**config.mk**
```make
export PLATFORM = sky130hd
export DESIGN_NAME = least_loaded_job_dispatcher_unit
export DESIGN_NICKNAME = d
export VERILOG_FILES = /design/src/rtl/core/lljd_pkg.sv /design/src/rtl/core/lljd_ram.sv /design/src/rtl/core/lljd_front.sv /design/src/rtl/core/lljd_back.sv /design/src/rtl/core/least_loaded_job_dispatcher_unit.sv
export VERILOG_INCLUDE_DIRS = /design/src /design/src/rtl/core
export SDC_FILE = /design/constraint.sdc
export NUM_CORES = 1
export LEC_CHECK = 0
export BUFFER_PORTS_ARGS = -buffer_cell sky130_fd_sc_hd__buf_2
export CORE_ASPECT_RATIO = 0.6
export CORE_MARGIN = 4
export CORE_UTILIZATION = 62
export CTS_BUF_LIST = sky130_fd_sc_hd__clkbuf_8 sky130_fd_sc_hd__clkbuf_16
export DETAILED_ROUTE_END_ITERATION = 8
export GPL_TIMING_DRIVEN = 0
export PLACE_DENSITY = 0.84
export SYNTH_ARGS = -nofsm -noshare
export SYNTH_HDL_FRONTEND = slang
export SYNTH_HIERARCHICAL = 1
export SYNTH_SLANG_ARGS = --single-unit
```
**constraint.sdc**
```tcl
create_clock -name clk -period 11.4 [get_ports clk]
set_input_delay 1.71 -clock clk [delete_from_list [all_inputs] [get_ports clk]]
set_output_delay 1.71 -clock clk [all_outputs]
set_load 0.005 [all_outputs]
```
**src/rtl/core/least_loaded_job_dispatcher_unit_defines.svh**
```systemverilog
// ----------------------------------------------------------------------------
// Assertion macros for the least-loaded job dispatcher
// Shared concurrent assertion forms, clocked and disabled during reset.
// ----------------------------------------------------------------------------
`ifndef LEAST_LOADED_JOB_DISPATCHER_UNIT_DEFINES_SVH
`define LEAST_LOADED_JOB_DISPATCHER_UNIT_DEFINES_SVH

// Antecedent and consequent checked in the same cycle.
`define LLJD_ASSERT_SAME(label, clk, rst, ante, cons, msg) \
  label: assert property (@(posedge clk) disable iff (rst) (ante) |-> (cons)) \
    else $error(msg);

// Consequent checked in the cycle after the antecedent.
`define LLJD_ASSERT_NEXT(label, clk, rst, ante, cons, msg) \
  label: assert property (@(posedge clk) disable iff (rst) (ante) |=> (cons)) \
    else $error(msg);

`endif

```
**src/rtl/core/lljd_pkg.sv**
```systemverilog
`timescale 1ns / 1ps
// ----------------------------------------------------------------------------
// lljd_pkg
// Widths, limits and beat types shared by the job dispatcher modules.
// ----------------------------------------------------------------------------
package lljd_pkg;

  localparam int DUR_W    = 16;
  localparam int CFG_W    = 5;
  localparam int SERVER_W = 4;
  localparam int LOAD_W   = 32;
  localparam int WAIT_W   = 48;

  localparam logic [LOAD_W-1:0] LOAD_MAX = {LOAD_W{1'b1}};
  localparam logic [WAIT_W-1:0] WAIT_MAX = {WAIT_W{1'b1}};

  // Server count after reset.
  localparam logic [CFG_W-1:0] SERVERS_RESET = 5'd16;

  // Job queue between front and back; depth must be a power of two.
  localparam int QUEUE_DEPTH = 2;
  localparam int QPTR_W      = $clog2(QUEUE_DEPTH);

  localparam int RES_W       = SERVER_W + LOAD_W + WAIT_W + LOAD_W;
  localparam int OUT_TDATA_W = ((RES_W + 7) / 8) * 8;

  // One queued job.
  typedef struct packed {
    logic [DUR_W-1:0] duration;
    logic             new_batch;
  } job_t;

  // One result; the first member lands in the highest bits.
  typedef struct packed {
    logic [LOAD_W-1:0]   makespan;
    logic [WAIT_W-1:0]   total_wait;
    logic [LOAD_W-1:0]   start_time;
    logic [SERVER_W-1:0] server;
  } result_t;

endpackage

```
**src/rtl/core/lljd_ram.sv**
```systemverilog
`timescale 1ns / 1ps
// ----------------------------------------------------------------------------
// lljd_ram
// Generic single-write, single-read RAM with a registered read port.
// ----------------------------------------------------------------------------
module lljd_ram #(
  parameter int WIDTH = 32,
  parameter int DEPTH = 16
) (
  input  logic                                     clk,
  input  logic                                     we,
  input  logic [((DEPTH > 1) ? $clog2(DEPTH) : 1)-1:0] waddr,
  input  logic [WIDTH-1:0]                         wdata,
  input  logic [((DEPTH > 1) ? $clog2(DEPTH) : 1)-1:0] raddr,
  output logic [WIDTH-1:0]                         rdata
);

  logic [WIDTH-1:0] mem [DEPTH];

  // Write port and registered read port.
  always_ff @(posedge clk) begin
    if (we) begin
      mem[waddr] <= wdata;
    end
    rdata <= mem[raddr];
  end

endmodule

```
**src/rtl/core/lljd_front.sv**
```systemverilog
`timescale 1ns / 1ps
// ----------------------------------------------------------------------------
// lljd_front
// Accepts job beats, unpacks duration and batch flag, and queues them.
// ----------------------------------------------------------------------------
module lljd_front
  import lljd_pkg::*;
(
  input  logic             clk,
  input  logic             rst,
  input  logic             s_valid,
  output logic             s_ready,
  input  logic [DUR_W-1:0] s_duration,
  input  logic             s_new_batch,
  output logic             q_valid,
  output job_t             q_item,
  input  logic             q_pop
);

  job_t              slots [QUEUE_DEPTH];
  logic [QPTR_W-1:0] wr_ptr;
  logic [QPTR_W-1:0] rd_ptr;
  logic [QPTR_W:0]   count;
  logic              push;
  logic              pop;

  // Queue status and handshakes.
  assign s_ready = (count != (QPTR_W + 1)'(QUEUE_DEPTH));
  assign q_valid = (count != '0);
  assign q_item  = slots[rd_ptr];
  assign push    = s_valid && s_ready;
  assign pop     = q_pop && q_valid;

  // Pointers and fill count.
  always_ff @(posedge clk) begin
    if (rst) begin
      wr_ptr <= '0;
      rd_ptr <= '0;
      count  <= '0;
    end else begin
      if (push) begin
        wr_ptr <= wr_ptr + 1'b1;
      end
      if (pop) begin
        rd_ptr <= rd_ptr + 1'b1;
      end
      if (push && !pop) begin
        count <= count + 1'b1;
      end else if (pop && !push) begin
        count <= count - 1'b1;
      end
    end
  end

  // Queue storage.
  always_ff @(posedge clk) begin
    if (push) begin
      slots[wr_ptr] <= '{duration: s_duration, new_batch: s_new_batch};
    end
  end

endmodule

```
**src/rtl/core/lljd_back.sv**
```systemverilog
`timescale 1ns / 1ps
`include "least_loaded_job_dispatcher_unit_defines.svh"
// ----------------------------------------------------------------------------
// lljd_back
// Takes one queued job at a time, scans the server loads for the target,
// updates load, wait total and makespan, and holds the result beat.
// ----------------------------------------------------------------------------
module lljd_back
  import lljd_pkg::*;
#(
  parameter int MAX_SERVERS = 16
) (
  input  logic             clk,
  input  logic             rst,
  input  logic [CFG_W-1:0] servers_in_use,
  input  logic             q_valid,
  input  job_t             q_item,
  output logic             q_pop,
  output logic             out_valid,
  input  logic             out_ready,
  output result_t          out_data
);

  localparam int IDX_W = (MAX_SERVERS > 1) ? $clog2(MAX_SERVERS) : 1;
  localparam int CNT_W = $clog2(MAX_SERVERS + 1);

  typedef enum logic [4:0] {
    ST_IDLE   = 5'b00001,
    ST_DECIDE = 5'b00010,
    ST_SCAN   = 5'b00100,
    ST_WAIT   = 5'b01000,
    ST_WRITE  = 5'b10000
  } state_t;

  state_t                   state;
  job_t                     cur;
  logic [CNT_W-1:0]         k;
  logic [CNT_W-1:0]         k_m1;
  logic [CNT_W-1:0]         jobs_seen;
  logic [WAIT_W-1:0]        wait_sum;
  logic [LOAD_W-1:0]        max_load;
  logic [MAX_SERVERS-1:0]   vld;
  logic [IDX_W-1:0]         scan_idx;
  logic [IDX_W-1:0]         scan_end;
  logic                     scan_first;
  logic                     in_order;
  logic                     rd_tag_v;
  logic                     rd_tag_first;
  logic [IDX_W-1:0]         rd_tag_idx;
  logic                     rd_vld;
  logic [LOAD_W-1:0]        ram_rdata;
  logic [LOAD_W-1:0]        rd_load;
  logic [LOAD_W-1:0]        best;
  logic [IDX_W-1:0]         best_idx;
  logic                     out_load;
  logic [LOAD_W:0]          load_sum;
  logic [LOAD_W-1:0]        new_load;
  logic [WAIT_W:0]          wait_add;
  logic [WAIT_W-1:0]        wait_next;
  logic [LOAD_W-1:0]        max_next;

  // Effective server count: zero acts as one, large values clamp.
  always_comb begin
    if (servers_in_use == '0) begin
      k = CNT_W'(1);
    end else if (int'(servers_in_use) > MAX_SERVERS) begin
      k = CNT_W'(MAX_SERVERS);
    end else begin
      k = CNT_W'(servers_in_use);
    end
  end
  assign k_m1 = k - CNT_W'(1);

  // Handshakes toward the queue and the output register.
  assign q_pop    = (state == ST_IDLE) && q_valid;
  assign out_load = (state == ST_WRITE) && (!out_valid || out_ready);

  // Loads never written in this batch read as zero.
  assign rd_load = rd_vld ? ram_rdata : '0;

  // Saturating arithmetic for the chosen server.
  assign load_sum  = {1'b0, best} + (LOAD_W + 1)'(cur.duration);
  assign new_load  = load_sum[LOAD_W] ? LOAD_MAX : load_sum[LOAD_W-1:0];
  assign wait_add  = {1'b0, wait_sum} + (WAIT_W + 1)'(best);
  assign wait_next = wait_add[WAIT_W] ? WAIT_MAX : wait_add[WAIT_W-1:0];
  assign max_next  = (new_load > max_load) ? new_load : max_load;

  lljd_ram #(
    .WIDTH (LOAD_W),
    .DEPTH (MAX_SERVERS)
  ) u_load_ram (
    .clk   (clk),
    .we    (out_load),
    .waddr (best_idx),
    .wdata (new_load),
    .raddr (scan_idx),
    .rdata (ram_rdata)
  );

  // Read tag pipeline and running minimum; strict compare keeps lowest index.
  always_ff @(posedge clk) begin
    rd_vld       <= vld[scan_idx];
    rd_tag_idx   <= scan_idx;
    rd_tag_first <= scan_first;
    if (rd_tag_v && (rd_tag_first || (rd_load < best))) begin
      best     <= rd_load;
      best_idx <= rd_tag_idx;
    end
  end

  // Sequencer and batch state.
  always_ff @(posedge clk) begin
    if (rst) begin
      state     <= ST_IDLE;
      jobs_seen <= '0;
      wait_sum  <= '0;
      max_load  <= '0;
      vld       <= '0;
      rd_tag_v  <= 1'b0;
      out_valid <= 1'b0;
    end else begin
      rd_tag_v <= (state == ST_SCAN);
      if (out_valid && out_ready) begin
        out_valid <= 1'b0;
      end
      unique case (state)
        ST_IDLE: begin
          if (q_valid) begin
            if (q_item.new_batch) begin
              jobs_seen <= '0;
              wait_sum  <= '0;
              max_load  <= '0;
              vld       <= '0;
            end
            state <= ST_DECIDE;
          end
        end
        ST_DECIDE: begin
          if (jobs_seen < k) begin
            scan_idx <= jobs_seen[IDX_W-1:0];
            scan_end <= jobs_seen[IDX_W-1:0];
            in_order <= 1'b1;
          end else begin
            scan_idx <= '0;
            scan_end <= k_m1[IDX_W-1:0];
            in_order <= 1'b0;
          end
          scan_first <= 1'b1;
          state      <= ST_SCAN;
        end
        ST_SCAN: begin
          scan_first <= 1'b0;
          if (scan_idx == scan_end) begin
            state <= ST_WAIT;
          end else begin
            scan_idx <= scan_idx + 1'b1;
          end
        end
        ST_WAIT: begin
          state <= ST_WRITE;
        end
        ST_WRITE: begin
          if (out_load) begin
            vld[best_idx] <= 1'b1;
            wait_sum      <= wait_next;
            max_load      <= max_next;
            out_valid     <= 1'b1;
            if (in_order) begin
              jobs_seen <= jobs_seen + 1'b1;
            end
            state <= ST_IDLE;
          end
        end
        default: begin
          state <= ST_IDLE;
        end
      endcase
    end
  end

  // Current job and result payload.
  always_ff @(posedge clk) begin
    if (q_pop) begin
      cur <= q_item;
    end
    if (out_load) begin
      out_data.server     <= SERVER_W'(best_idx);
      out_data.start_time <= best;
      out_data.total_wait <= wait_next;
      out_data.makespan   <= max_next;
    end
  end

  `LLJD_ASSERT_SAME(a_write_in_range, clk, rst, out_load, (CNT_W'(best_idx) < k), "load write outside active servers")
  `LLJD_ASSERT_NEXT(a_batch_clears, clk, rst, (q_pop && q_item.new_batch), ((jobs_seen == '0) && (wait_sum == '0) && (vld == '0)), "new batch did not clear state")
  `LLJD_ASSERT_NEXT(a_wait_covers_start, clk, rst, out_load, (out_data.total_wait >= WAIT_W'(out_data.start_time)), "wait total below start time")
  `LLJD_ASSERT_NEXT(a_span_covers_start, clk, rst, out_load, (out_data.makespan >= out_data.start_time), "makespan below start time")
  `LLJD_ASSERT_SAME(a_seen_bounded, clk, rst, 1'b1, (jobs_seen <= CNT_W'(MAX_SERVERS)), "job count beyond server count")

endmodule

```
**src/rtl/core/least_loaded_job_dispatcher_unit.sv**
```systemverilog
`timescale 1ns / 1ps
// ----------------------------------------------------------------------------
// least_loaded_job_dispatcher_unit
// Greedy least-loaded job dispatcher with a streaming job input and result
// output.
// ----------------------------------------------------------------------------
// Each job beat carries a duration; the first K jobs of a batch go to servers
// 0..K-1 in order and every later job goes to the server with the smallest
// load, lowest index on a tie. A job with tuser set starts a new batch and
// clears all loads and totals first. Loads, the wait total and the makespan
// saturate. Jobs are handled one at a time: an in-order job reads only its own
// server's load and a least-loaded job scans all K loads through the single
// read port of the load RAM. A two-beat input queue and the output register
// let both sides stall on their own. The server count is written through
// cfg_we/cfg_wdata; the user must write it only while the block is idle, as the
// block does not enforce this. 0 acts as 1; values above MAX_SERVERS act as MAX_SERVERS.
// ----------------------------------------------------------------------------
module least_loaded_job_dispatcher_unit
  import lljd_pkg::*;
#(
  parameter int MAX_SERVERS = 16
) (
  input  logic                   clk,
  input  logic                   rst,
  // Configuration: servers_in_use
  input  logic                   cfg_we,
  input  logic [CFG_W-1:0]       cfg_wdata,
  // Job input
  input  logic                   s_axis_tvalid,
  output logic                   s_axis_tready,
  input  logic [DUR_W-1:0]       s_axis_tdata,  // [15:0] duration
  input  logic                   s_axis_tuser,  // [0] new_batch
  // Result output
  output logic                   m_axis_tvalid,
  input  logic                   m_axis_tready,
  output logic [OUT_TDATA_W-1:0] m_axis_tdata   // [3:0] server, [35:4] start_time,
                                                // [83:36] total_wait,
                                                // [115:84] makespan, rest zero
);

  logic [CFG_W-1:0] servers_in_use;
  logic             q_valid;
  job_t             q_item;
  logic             q_pop;
  result_t          res;

  // Server count register.
  always_ff @(posedge clk) begin
    if (rst) begin
      servers_in_use <= SERVERS_RESET;
    end else if (cfg_we) begin
      servers_in_use <= cfg_wdata;
    end
  end

  lljd_front u_front (
    .clk         (clk),
    .rst         (rst),
    .s_valid     (s_axis_tvalid),
    .s_ready     (s_axis_tready),
    .s_duration  (s_axis_tdata),
    .s_new_batch (s_axis_tuser),
    .q_valid     (q_valid),
    .q_item      (q_item),
    .q_pop       (q_pop)
  );

  lljd_back #(
    .MAX_SERVERS (MAX_SERVERS)
  ) u_back (
    .clk            (clk),
    .rst            (rst),
    .servers_in_use (servers_in_use),
    .q_valid        (q_valid),
    .q_item         (q_item),
    .q_pop          (q_pop),
    .out_valid      (m_axis_tvalid),
    .out_ready      (m_axis_tready),
    .out_data       (res)
  );

  // Result fields packed from the lowest bit up, zero padded to whole bytes.
  assign m_axis_tdata = OUT_TDATA_W'(res);

endmodule
```
; Word-level counts from Yosys, hierarchy flattened
; Memory sizes are Yosys's and may differ from the RTL's. A register that Yosys moved wholly into a read port is not among the register bits.
; Index checks and enable logic that the tools add are counted.
[totals]
regBits = 301
ramBits = 546
n_memories = 2
[classes]
n_addsub = 9
n_lt_le_gt_ge = 7
n_eq_ne = 13
n_mux = 48
n_bitwise = 2
reduce_logical = 25
[mem_list]
columns = memory, depth, width, rd, rd_ports_with_merged_regs, wr, line_no
row1 = u_back.u_load_ram.mem, 16, 32, 1, 1, 1, lljd_ram.sv:18  ; logic [WIDTH-1:0] mem [DEPTH];
row2 = u_front.slots, 2, 17, 1, 1, 1, lljd_front.sv:20  ; job_t slots [QUEUE_DEPTH];
[ops]
columns = op, count
row1 = $mux 32, 6
row2 = $mux 48, 4
row3 = $pmux 48 s2, 1
row4 = $pmux 32 s2, 1
row5 = $add 48x32->49, 1
row6 = $mux 16, 3
row7 = $mux 5, 9
row8 = $add 32x16->33, 1
row9 = $gt 32x32->1, 1
row10 = $lt 32x32->1, 1
row11 = $pmux 16 s2, 1
row12 = $pmux 5 s5, 1
row13 = $or 16x16->16, 1
row14 = $mux 1, 12
row15 = $mux 4, 3
row16 = $lt 4x5->1 const B, 2
row17 = $pmux 5 s2, 1
row18 = $logic_and 1x1->1, 9
row19 = $ne 2x1->1 const B, 4
row20 = $pmux 4 s2, 1
row21 = $reduce_bool 2->1, 4
row22 = $ne 2x2->1 const B, 3
row23 = $reduce_and 3->1, 2
row24 = $add 5x1->5 const B, 1
row25 = other kinds (25), 31

; Depth between registers and ports, before layout
[logic_depth]
ltp_word = 7
ltp_mapped = 23
mapped_depth_nobuf = 19

; Cells and area by module
; The synthesis kept the hierarchy.
[modules_own_cells]
columns = module, n_inst, cells_per_inst, area_each_um2, seq_area_each_um2
row1 = lljd_ram, 1, 838, 19835.3, 16015.4
row2 = lljd_back, 1, 1557, 15695.1, 7627.3
row3 = lljd_front, 1, 77, 1447.6, 1121.1
row4 = least_loaded_job_dispatcher_unit, 1, 21, 217.7, 100.1

; Least setup slack after synthesis
; Ideal clock, no wire load.
[synth_timing]
kind = input to register
from = in m_axis_tready
to = mem u_back.u_load_ram.mem[0][0] (enable)
setup_time_ns = 0.461
arrival_ns = 7.316
setup_slack_ns = 3.623
path_stages = 6
cell_sequence = nand2b_1 > nand3_1 > clkbuf_1 > inv_1 > or3b_2 > nor3_1
[synth_between]
elab_chain_len = 4
[synth_rtl]
columns = item, line_no
row1 = start: declaration, least_loaded_job_dispatcher_unit.sv:35  ; input logic m_axis_tready,
row2 = $logic_or 1x1->1, lljd_back.sv:76  ; assign out_load = (state == ST_WRITE) && (!out_valid || out_ready);
row3 = $logic_and 1x1->1, lljd_back.sv:76
row4 = net u_back.out_load, lljd_back.sv:55  ; logic out_load;
row5 = $mux 1, lljd_ram.sv:22  ; if (we) begin
row6 = $mux 1 (implied by the code), lljd_ram.sv:23  ; mem[waddr] <= wdata;
row7 = end: declaration, lljd_ram.sv:18
; The timed path passes the listed nets, and every way through them passes these cells.

; Worst setup path after layout
[layout_timing]
from = reg u_back.best[0]
to = reg u_back/out_data[99] (netlist name) (data pin)
[layout_between]
elab_chain_len = 4
[layout_rtl]
columns = item, line_no
row1 = start: declaration, lljd_back.sv:53  ; logic [LOAD_W-1:0] best;
row2 = start signal: assignment, lljd_back.sv:106  ; best <= rd_load;
row3 = $add 32x16->33, lljd_back.sv:82  ; assign load_sum = {1'b0, best} + (LOAD_W + 1)'(cur.duration);
row4 = $mux 32, lljd_back.sv:83  ; assign new_load = load_sum[LOAD_W] ? LOAD_MAX : load_sum[LOAD_W-1:0];
row5 = net u_back.new_load[20], lljd_back.sv:57  ; logic [LOAD_W-1:0] new_load;
row6 = $gt 32x32->1, lljd_back.sv:86  ; assign max_next = (new_load > max_load) ? new_load : max_load;
row7 = $mux 32, lljd_back.sv:86
row8 = net u_back.max_next[15], lljd_back.sv:60  ; logic [LOAD_W-1:0] max_next;
row9 = end: declaration, lljd_back.sv:21  ; output result_t out_data
; The timed path passes the listed nets, and every way through them passes these cells.
; A chain may end at the register's enable or synchronous reset.

==> results_dict.tcl <==
set metrics [dict create \
    min_period_over_period 0.709 \
    initial_core_util 0.627 \
    globalRoute.totalOverflow 0 \
    drv_cap 0 \
    synth_cell_type_count 87 \
    crit_buf_inv 4 \
    drt-pass1-iter-count 6 \
    syn_inst 2493 \
    grtUsageMet1 0.476 \
    switching_share 0.273 \
    max_clock_freq_mhz 124 \
    p_per_area_mw_per_mm2 180 \
    grt_max_degree 80 \
    power.internal_mw 5.49 \
    pwr-share-clk 0.331 \
    crit_chain "ha_1, fa_1, a21o_1, a21oi_1, o211a_1, o31ai_2, o2111ai_1, buf_2, nand3_1, ha_1, nand4_1, nor4_1, and2_1, a31o_1, buf_2, clkbuf_1, clkbuf_1, o21ai_0" \
    nets 2896 \
    antenna_found_initial 1 \
    fillers 3673 \
    synth-seq-cells 880 \
    ir_drop_mv 0.136 \
    vias_per_cell 6.72 \
    path_delay_family "simple AND/OR/NAND/NOR gates" \
    synth.avg_cell_area_um2 14.9 \
    cts_root_buf "clkbuf_16" \
    worst-setup-path-type "register to register" \
    grt_usage 0.315 \
    tns_ns 0 \
    met3_usage 0.0934 \
    min_path_type "register to register" \
    clockBufferDepth 3 \
    coreArea_mm2 0.0593 \
    clock-sinks 880 \
    path_max_fanout 19 \
    syn-cell-area_mm2 0.0372 \
    final_layout_size_suffix_gt1_frac 0.193 \
    post-cts-setup-buffers 0 \
    ys.flop_type "edfxtp_1" \
    busiest_layer "met1" \
    cpPeakStageDelay_ns 0.93 \
    utilization 0.706 \
    critical_path_required_ns 11.62 \
    cts_tree "done" \
    die_w_um 324 \
    place.gp.congestion 0.933 \
    rows 69 \
    post-dp-hpwl_um 69400 \
    grt_util_met2 0.459 \
    cp-end-kind "register" \
    totalWireLength_um 100000 \
    slew_headroom 0.249 \
    insertion_delay_ns 0.63 \
    io_pins 149 \
    period_needed_ns 8.09 \
    drt-wirelength-per-cell_um 27.9 \
    critPathLaunchType "register" \
    synth_edf_count 724 \
    drt_iter0_markers 3671 \
    final_hold_viol_count 0 \
    power_switching_mw 2.06 \
    fin_skew_ns 0.0321 \
    final_max_slew_viol_count 0 \
    seq_area_frac_synth 0.668 \
    grt_pass1_wl_um 149000 \
    clk_pin_slew_ns 0.07 \
    seq_power_share 0.514 \
    fin_hold_ws_ns 0.416 \
    io_buffers 143 \
    ant_nets 0 \
    drc 0 \
    rsz0062_at_grt "false" \
    die_h_um 198 \
    status "completed" \
    yosysWarnings 6 \
    async_reset_ff_frac 0 \
    p_leak_nw 14.9 \
    cts_buffers 75 \
    power.total_mw 7.55 \
    setup_violations 0 \
    cts_max_level 3 \
    syn2layout_area_growth_pct 12.6 \
    grt_pass1_vias 23600 \
    crit_path_top_delay_cell "nor4_1" \
    cp.arrival_ns 8.30 \
    cts_hold_buffers 0 \
    fp.dieArea_mm2 0.0641 \
    cts_resized 0 \
    combPwrFrac 0.154 \
    worst_slew_pin_slew_ns 1.12 \
    num_vias 24100 \
]
-- power by group through the flow --
stage	Clock [mW]	Combinational, mW	Sequential [mW]
2_1_floorplan	0	0.715	3.92
3_3_place_gp	0	1.02	3.95
3_5_place_dp	0	1.11	3.95
4_1_cts	2.52	1.13	3.88
5_1_grt	2.68	1.26	3.89
6_report	2.50	1.16	3.88
-- cells in the final DEF (no fill, tap or decap), drive strengths merged, types with 9 or more instances in the layout --
cell type / instances
nand2: 204
ha: 119
a211oi: 12
nand3: 30
xor2: 31
nand4: 29
buf: 235
or3: 9
and3: 11
a31oi: 14
o21ai: 88
clkbuf: 133
nor2b: 15
o211ai: 17
a21o: 58
and2: 40
o22ai: 23
nor2: 119
dfxtp: 156
a22o: 29
xnor2: 30
mux2i: 16
mux2: 32
a21oi: 115
o21a: 11
inv: 133
clkinv: 25
mux4: 130
nor3: 32
a211o: 12
a22oi: 65
edfxtp: 724
nand2b: 15
-- metal layers --
layer	vias to the layer above	routed length [um]
met3	240	14200
met2	1808	43500
met5	-	13
li1	10100	-
met4	2	2470
met1	12000	39800
-- final cells by class --
cell class                      instances  area [um^2]  share of cell area
Antenna cell                            1         2.50           0.0000597
Buffer                                110          520              0.0124
Clock buffer                           83         2000              0.0477
Clock inverter                         56          369             0.00881
Inverter                              108          408             0.00974
Multi-Input combinational cell       1398        11500               0.275
Sequential cell                       880        24900               0.594
Tap cell                              781          977              0.0233
Timing Repair Buffer                  175         1220              0.0290
-- cell usage after synthesis, types with 4 or more instances --
library cell    n  area share
inv_1         107       0.011
clkbuf_1       50      0.0050
xor2_1         31      0.0073
edfxtp_1      724        0.58
and3_1         11      0.0019
xnor2_1        30      0.0071
o31ai_1         7      0.0014
or2_2           6      0.0010
buf_2          32      0.0043
nand2b_1       15      0.0025
and2_1         39      0.0066
o2111ai_1       5      0.0012
nor2_1        119       0.012
or3_1           8      0.0013
nor3_1         31      0.0042
o21a_1         11      0.0022
a22oi_1        65       0.013
o21ai_0        78       0.010
o2bb2ai_1       6      0.0014
a22o_1         29      0.0068
mux2_2         31      0.0094
nor4_1          8      0.0013
a31oi_1        13      0.0022
nand2_1       203       0.020
a21o_1         58       0.012
dfxtp_1       156       0.084
o211ai_1       16      0.0032
buf_4          14      0.0028
a21oi_1       111       0.015
nor2b_1        14      0.0024
a211o_1        12      0.0028
ha_1          119       0.040
nand4_1        28      0.0047
nand3b_1        4     0.00081
nand3_1        30      0.0040
o21ai_1         7     0.00094
mux4_2        130       0.079
a211oi_1       11      0.0022
mux2i_1        16      0.0043
buf_1          12      0.0012
o22ai_1        23      0.0039
a21boi_0        6      0.0012
-- metrics by stage --
step	cell area (um^2)	instances	setup WS [ns]
4_1_cts	41900	3590	3.96
5_1_grt	41900	3591	3.26
6_report	41900	3592	3.31
2_1_floorplan	37200	2496	3.62
3_5_place_dp	39500	3451	3.97
3_3_place_gp	38900	3420	-0.131
-- logic make-up (layout without fill, tap and decap cells) --
| family | Yosys count | count (layout) | share of synthesized area |
|---|---|---|---|
| xor gates and xnor gates | 61 | 61 | 0.0144 |
| muxes | 178 | 178 | 0.0928 |
| DFF | 880 | 880 | 0.668 |
| adders and majority gates | 121 | 121 | 0.0411 |
| buffers and inverters | 218 | 532 | 0.0249 |
| and+or+nand+nor | 535 | 535 | 0.0677 |
| other | 1 | 5 | 0.000101 |
| AOI/OAI and AO/OA | 499 | 499 | 0.0906 |
-- worst paths after layout --
kind | startpoint | to | slack (ns) | cells past startpoint
setup / recovery | u_back/best[0] | u_back/out_data[99] | 3.31 | 18
hold / removal | u_back/rd_tag_idx[1] | u_back/best_idx[1] | 0.42 | 0
setup reg to reg | u_back/best[0] | u_back/out_data[99] | 3.31 | 18
hold reg to reg | u_back/rd_tag_idx[1] | u_back/best_idx[1] | 0.42 | 0
-- flip-flops by register name (all words and copies together) (netlist names), 16 cells and up, named ones only --
register and count:
u_back/u_load_ram/rdata 32, u_back/wait_sum 48, u_back/max_load 32, u_front/slots 34, u_back/cur 16, u_back/u_load_ram/mem 512, u_back/vld 16, u_back/best 32
u_back/out_data 116
Power figures use the tool's default switching activity.
